`config.mk`:
```
export PLATFORM = sky130hd
export DESIGN_NAME = vpw_front
export DESIGN_NICKNAME = d
export VERILOG_FILES = /design/src/rtl/vpw_pkg.sv /design/src/rtl/vpw_front.sv
export VERILOG_INCLUDE_DIRS = /design/src /design/src/rtl
export SDC_FILE = /design/constraint.sdc
export NUM_CORES = 1
export LEC_CHECK = 0
export ABC_AREA = 1
export BUFFER_PORTS_ARGS = -buffer_cell sky130_fd_sc_hd__buf_2
export CAP_MARGIN = 20
export CORE_MARGIN = 2
export CORE_UTILIZATION = 30
export CTS_CLUSTER_SIZE = 14
export DETAILED_ROUTE_END_ITERATION = 8
export HOLD_SLACK_MARGIN = 0.12
export PLACE_DENSITY_LB_ADDON = 0.25
export SLEW_MARGIN = 10
export SYNTH_ARGS = -nofsm -noshare
export SYNTH_HDL_FRONTEND = slang
export SYNTH_SLANG_ARGS = --single-unit
```
`constraint.sdc`:
```
create_clock -name clk -period 6.8 [get_ports clk]
set_input_delay 0 -clock clk [delete_from_list [all_inputs] [get_ports clk]]
set_output_delay 0 -clock clk [all_outputs]
set_load 0.03 [all_outputs]
```
`src/rtl/vertex_project_to_window_defines.svh`:
```
// Assertion helpers, included by vpw_front and vpw_back. Each one samples on the
// rising edge of clk and is disabled while rst_n is low.
`ifndef VERTEX_PROJECT_TO_WINDOW_DEFINES_SVH
`define VERTEX_PROJECT_TO_WINDOW_DEFINES_SVH

// Same-cycle implication.
`define VPW_ASSERT_IMP(lbl, ante, cons, msg) \
  lbl: assert property (@(posedge clk) disable iff (!rst_n) (ante) |-> (cons)) \
    else $error(msg);

// Next-cycle implication.
`define VPW_ASSERT_NXT(lbl, ante, cons, msg) \
  lbl: assert property (@(posedge clk) disable iff (!rst_n) (ante) |=> (cons)) \
    else $error(msg);

`endif

```
`src/rtl/vpw_pkg.sv`:
```
`timescale 1ns / 1ps
package vpw_pkg;

  // Function codes of an input word.
  localparam logic FUNC_LOAD    = 1'b0;
  localparam logic FUNC_PROJECT = 1'b1;

  // Configuration register indexes.
  localparam logic [3:0] REG_VIEW_X      = 4'd0;
  localparam logic [3:0] REG_VIEW_Y      = 4'd1;
  localparam logic [3:0] REG_VIEW_WIDTH  = 4'd2;
  localparam logic [3:0] REG_VIEW_HEIGHT = 4'd3;

  // One input word as it sits in the front queue.
  typedef struct packed {
    logic               func;
    logic [3:0]         elem_index;
    logic signed [31:0] elem_value;
    logic signed [31:0] vx;
    logic signed [31:0] vy;
    logic signed [31:0] vz;
  } item_t;

  // Viewport settings handed to the back end.
  typedef struct packed {
    logic signed [15:0] view_x;
    logic signed [15:0] view_y;
    logic [14:0]        view_width;
    logic [14:0]        view_height;
  } view_cfg_t;

  // Clamp a 64-bit signed value into the 32-bit signed range.
  function automatic logic signed [31:0] sat32(input logic signed [63:0] x);
    logic signed [31:0] r;
    if (x > 64'sd2147483647) begin
      r = 32'sh7fffffff;
    end else if (x < -64'sd2147483648) begin
      r = 32'sh80000000;
    end else begin
      r = x[31:0];
    end
    return r;
  endfunction

endpackage

```
`src/rtl/vpw_front.sv`:
```
`timescale 1ns / 1ps
`include "vertex_project_to_window_defines.svh"
module vpw_front (
  input  logic           clk,
  input  logic           rst_n,
  input  logic           push,
  output logic           full,
  input  vpw_pkg::item_t push_item,
  input  logic           deq,
  output logic           empty,
  output vpw_pkg::item_t head_item
);
  import vpw_pkg::*;

  // Two-word queue between the input port and the back end.
  item_t      slot_r [2];
  logic       wr_ptr_r, wr_ptr_nxt;
  logic       rd_ptr_r, rd_ptr_nxt;
  logic [1:0] cnt_r, cnt_nxt;
  logic       do_push, do_deq;

  assign full      = (cnt_r == 2'd2);
  assign empty     = (cnt_r == 2'd0);
  assign head_item = slot_r[rd_ptr_r];
  assign do_push   = push && !full;
  assign do_deq    = deq && !empty;

  // Pointer and fill count update.
  always_comb begin
    wr_ptr_nxt = do_push ? !wr_ptr_r : wr_ptr_r;
    rd_ptr_nxt = do_deq ? !rd_ptr_r : rd_ptr_r;
    cnt_nxt    = cnt_r + 2'(do_push) - 2'(do_deq);
  end

  always_ff @(posedge clk) begin
    if (!rst_n) begin
      wr_ptr_r <= 1'b0;
      rd_ptr_r <= 1'b0;
      cnt_r    <= 2'd0;
    end else begin
      wr_ptr_r <= wr_ptr_nxt;
      rd_ptr_r <= rd_ptr_nxt;
      cnt_r    <= cnt_nxt;
    end
  end

  // Words are stored as they arrive; the function code travels with them.
  always_ff @(posedge clk) begin
    if (do_push) begin
      slot_r[wr_ptr_r] <= push_item;
    end
  end

endmodule

```
==> results.sh, run 1 <==
export IMPL_status="finished clean"
export IMPL_wl_per_cell_um=15.1
export IMPL_grt_pass1_vias=5863
export IMPL_cp_required_ps=6950
export IMPL_leakagePower_nw=5.45
export IMPL_core_area_mm2=0.0334
export IMPL_crit_arrival_ps=2730
export IMPL_grt_max_degree=70
export IMPL_cts_buffers_inserted=29
export IMPL_busiest_layer="met2"
export IMPL_synthCells=452
export IMPL_final_period_utilization=0.380
export IMPL_num_vias=5524
export IMPL_netlist_area_mm2=0.0101
export IMPL_vdd_ir_drop_max_uv=305
export IMPL_die_area_mm2=0.0352
export IMPL_dp_slack_ps=4210
export IMPL_slew_viol_final=0
export IMPL_ys_seq_area_frac=0.799
export IMPL_slowest_stage="buf_4"
export IMPL_wirelength_um=20300
export IMPL_layout_nets=1019
export IMPL_tightestPinTransition_ps=1000
export IMPL_fin_worst_skew_ps=12.5
export IMPL_hold_violations=0
export IMPL_hold_start="push_item[12]"
export IMPL_setup_viol_count_final=0
export IMPL_antenna_found_initial=0
export IMPL_worstReg2RegStart="cnt_r[0]$_SDFF_PN0_"
export IMPL_ant_nets=0
export IMPL_areaGrowthSynthToFinish_pct=40.3
export IMPL_gp_congestion=0.688
export IMPL_clockRootBuffer="clkbuf_16"
export IMPL_min_to="slot_r[0][12]$_DFFE_PP_"
export IMPL_reg2reg_depth=5
export IMPL_rsz0062_at_grt="no"
export IMPL_cp_startpoint="cnt_r[0]$_SDFF_PN0_"
export IMPL_cts_buffer_depth=3
export IMPL_via_per_inst=4.09
export IMPL_io_pins=272
export IMPL_ys_ff_latch=271
export IMPL_fmax_mhz=387
export IMPL_htreeDepth=1
export IMPL_p_per_area_mw_per_mm2=366
export IMPL_final_cell_mix="buf_2, edfxtp_1, dlygate4sd3_1"
export IMPL_cts_sinks=271
export IMPL_syn_nets=591
export IMPL_cts_clk_slew_worst_paths_ps=60
export IMPL_min_path_type="input port to register"
export IMPL_global_route_usage_met3=0.0391
export IMPL_fin_total_pwr_mw=5.20
export IMPL_relSlewSlack=0.333
export IMPL_drtIter0Drc=175
export IMPL_setup_slack_ps=4220
export IMPL_drtPass1Iterations=4
export IMPL_n_antenna_cell=0
export IMPL_die_x_um=188
export IMPL_critPathMaxFanout=69
export IMPL_syn_avg_cell_area_um2=22.4
export IMPL_clk_latency_ps=540
export IMPL_nFillCells=3049
export IMPL_cts_tree="built"
export IMPL_cp_start_kind="register"
export IMPL_met2_usage=0.185
export IMPL_r2r_slack_ps=4220
export IMPL_rows=67
export IMPL_grt_ovfl_total=0
export IMPL_crit_path_end_kind="register"
export IMPL_worstSetupPathType="register to register"
export IMPL_dp_hpwl_um=12200
export IMPL_r2r_end="slot_r[1][32]$_DFFE_PP_"
export IMPL_crit_chain="inv_1 > nand2_1 > nand3_1 > inv_6 > buf_4"
export IMPL_grt_use_total=0.111
export IMPL_min_path_cells=2
export IMPL_grt_pass1_wl_um=31300
export IMPL_layout_commonest_cell="buf_2"
export IMPL_cp_slowest_stage_delay_ps=830
export IMPL_setup_tns_final_ps=0
export IMPL_die_h_um=188
export IMPL_yosysUniqueCellTypes=12
export IMPL_io_buffers=271
export IMPL_period_needed_ps=2580
export IMPL_drv_cap=0
export IMPL_post_cts_buffers=0
export IMPL_drc_errors=0
export IMPL_start_util=0.304
export IMPL_drive_above_1_share=0.496
export IMPL_yosys_warnings=0
export IMPL_met1_usage=0.135
logic make-up after synthesis:
| group | Yosys count | share of synthesized area |
|---|---|---|
| compound gates | 2 | 0.000988 |
| simple gates | 20 | 0.00778 |
| flops | 271 | 0.799 |
| fa+ha+maj | 2 | 0.00247 |
| buf+inv | 24 | 0.0163 |
| mux | 133 | 0.174 |
worst max path at each step:
stage / end / slack [ps] / cells past startpoint
2_1_floorplan: slot_r[0][0]$_DFFE_PP_ / 90 / 4
3_3_place_gp: slot_r[1][43]$_DFFE_PP_ / 4170 / 5
3_5_place_dp: slot_r[1][32]$_DFFE_PP_ / 4210 / 5
4_1_cts: head_item[45] / 4140 / 3
5_1_grt: slot_r[1][11]$_DFFE_PP_ / 4020 / 5
6_report: slot_r[1][32]$_DFFE_PP_ / 4220 / 5
Yosys cell counts (all sizes together):
cell	n	area (um^2)
inv	9	33.8
nand3	3	15.0
mux2	133	1760
nand2	9	33.8
edfxtp	266	7990
nor2	8	30.0
buf	15	131
ha	2	25.0
a21oi	2	10.0
dfxtp	5	100
report_power, final:
part / leakage (nW) / total [mW] / internal [mW] / switching (mW)
Sequential: 2.53 / 2.19 / 2.12 / 0.0683
Clock: 0.422 / 1.45 / 0.849 / 0.605
Combinational: 2.50 / 1.56 / 0.590 / 0.969
flip-flops by register name (all words and copies together) (netlist names), named ones only:
signal    count
rd_ptr_r      1
slot_r      266
wr_ptr_r      1
cnt_r         2
layer usage:
metal	share of wire	wire, um
met1	0.41	8430
met2	0.48	9680
met4	0.025	503
met3	0.086	1740
met5	0	0
critical path, delay by kind of cell, from the launching register on:
kind | cells | cell delay, ps
buf+inv | 3 | 1380
flops | 1 | 350
simple gates | 2 | 290
metrics by stage:
stage | hold WS, ps | utilization | instances | cell area [um^2]
after floorplan | 93.5 | - | 452 | 10100
after global placement | 188 | 0.359 | 1161 | 12000
after detailed placement | 192 | 0.359 | 1161 | 12000
after CTS | 150 | 0.426 | 1349 | 14200
after global routing | 160 | 0.426 | 1349 | 14200
final | 183 | 0.426 | 1349 | 14200
area by class of cell:
type | count | area, um^2 | area share
clock buffers | 34 | 744 | 0.0524
clock inverters | 18 | 131 | 0.00925
inverters | 9 | 38.8 | 0.00273
multi-input cells | 157 | 1880 | 0.132
flip-flops and latches | 271 | 8090 | 0.570
well taps | 448 | 561 | 0.0395
repair buffers | 412 | 2760 | 0.194
repair_timing:
action | CTS | global route
setup endpoints to repair | 0 | 0
hold endpoints to repair | 271 | 0
hold buffers | 136 | 0
resized for setup | 0 | 0
Note: power is estimated with default switching activity, not from simulation.
==> run 2, diff against run 1 <==
==> constraint.sdc (replaced) <==
create_clock -name clk -period 2.2 [get_ports clk]
set_input_delay 0 -clock clk [delete_from_list [all_inputs] [get_ports clk]]
set_output_delay 0 -clock clk [all_outputs]
set_load 0.03 [all_outputs]
==> results.sh, run 2 (synthesis results as in run 1) <==
export IMPL_grt_pass1_vias=5971
export IMPL_layout_commonest_cell="buf_2"
export IMPL_cp_buffers_inverters=2
export IMPL_setup_tns_final_ps=0
export IMPL_cts_sinks=271
export IMPL_setup_viol_count_final=0
export IMPL_drtPass1Iterations=4
export IMPL_cts_tree="built"
export IMPL_wirelength_um=21200
export IMPL_hold_violations=0
export IMPL_critPathMaxFanout=41
export IMPL_io_buffers=271
export IMPL_final_period_utilization=0.912
export IMPL_crit_chain="buf_12 > mux2_2 > buf_2"
export IMPL_clockRootBuffer="clkbuf_16"
export IMPL_cp_start_kind="register"
export IMPL_fmax_mhz=499
export IMPL_leakagePower_nw=5.53
export IMPL_relSlewSlack=0.663
export IMPL_holdWs_ps=179
export IMPL_post_cts_buffers=0
export IMPL_switching_share=0.317
export IMPL_n_antenna_cell=0
export IMPL_rows=67
export IMPL_drtIter0Drc=218
export IMPL_critPathTopFamily="flip-flops"
export IMPL_grt_ovfl_total=0
export IMPL_largest_reg_flops=266
export IMPL_grt_pass1_wl_um=32200
export IMPL_cts_buffers_inserted=30
export IMPL_p_comb_frac=0.302
export IMPL_ant_nets=0
export IMPL_min_path_type="input port to register"
export IMPL_tightestPinTransition_ps=505
export IMPL_grt_use_total=0.115
export IMPL_via_per_inst=4.12
export IMPL_fin_worst_skew_ps=4.93
export IMPL_rsz0062_at_grt="no"
export IMPL_die_area_mm2=0.0352
export IMPL_crit_arrival_ps=2010
export IMPL_grt_max_degree=80
export IMPL_htreeDepth=1
export IMPL_antenna_found_initial=0
export IMPL_cts_buffer_depth=3
export IMPL_clk_latency_ps=540
export IMPL_status="finished clean"
export IMPL_p_per_area_mw_per_mm2=1140
export IMPL_slowest_stage="dfxtp_4"
export IMPL_cts_clk_slew_worst_paths_ps=60
export IMPL_core_area_mm2=0.0334
export IMPL_num_vias=5601
export IMPL_io_pins=272
export IMPL_vdd_ir_drop_max_uv=675
export IMPL_cp_required_ps=2200
export IMPL_die_h_um=188
export IMPL_crit_path_end_kind="output port"
export IMPL_dp_hpwl_um=12800
export IMPL_cell_internal_pwr_mw=11.3
export IMPL_die_x_um=188
export IMPL_start_util=0.304
export IMPL_utilization=0.432
export IMPL_period_needed_ps=2010
export IMPL_gp_congestion=0.680
export IMPL_seqPwrFrac=0.410
export IMPL_pwr_share_clk=0.288
export IMPL_drc_errors=0
export IMPL_layout_nets=1026
export IMPL_cp_slowest_stage_delay_ps=540
export IMPL_drv_cap=0
export IMPL_slew_viol_final=0
export IMPL_reg_largest_list="slot_r x266, cnt_r x2"
export IMPL_final_cell_mix="buf_2, edfxtp_1, dlygate4sd3_1"
export IMPL_drive_above_1_share=0.512
export IMPL_regMostFlops="slot_r"
export IMPL_p_switching_mw=5.23
export IMPL_worstSetupPathType="register to output port"
export IMPL_wl_per_cell_um=15.6
export IMPL_areaGrowthSynthToFinish_pct=42.3
==> run 2: layout make-up <==
class                   count  area (um^2)
repair buffers            418         2880
multi-input cells         157         1900
inverters                   9         37.5
clock buffers              37          798
flip-flops and latches    271         8090
clock inverters            19          146
well taps                 448          561
fillers                  3018        19000
==> run 2: timing repair <==
item | in CTS | in global routing
gates resized for setup | 0 | 0
endpoints found under the hold margin | 271 | 0
hold buffers | 136 | 0
==> run 2: power groups by stage <==
stage          Sequential [mW]  Clock [mW]  Combinational, mW
4_1_cts                   6.77        4.93               5.07
5_1_grt                   6.83        5.13               5.28
2_1_floorplan             6.83           0               3.58
3_3_place_gp              6.85           0               4.86
3_5_place_dp              6.88           0               4.86
6_report                  6.77        4.75               4.98
==> run 2: final timing paths <==
check | startpoint | endpoint | slack, ps | depth (start not counted)
max | register | head_item[50] | 190 | 3
min | push_item[16] | slot_r[0][16]$_DFFE_PP_ | 180 | 2
max reg2reg | cnt_r[0]$_SDFF_PN0_ | slot_r[1][75]$_DFFE_PP_ | 680 | 5
min reg2reg | rd_ptr_r$_SDFFE_PN0P_ | register | 490 | 2
==> run 2: per-layer routing <==
layer,up-vias,share of wire,track usage
met4,0,0.018,0.0297
met3,36,0.077,0.0374
li1,2656,-,-
met2,194,0.47,0.191
met5,-,0,0
met1,2715,0.43,0.144
==> run 2: through the flow <==
step,cells,setup slack [ps],power (mW),area [um^2]
after floorplan,452,-702,10.4,10200
after global placement,1167,695,11.7,12100
after detailed placement,1167,691,11.7,12100
after CTS,1359,121,16.8,14400
after global routing,1359,83.8,17.2,14400
final,1359,195,16.5,14400
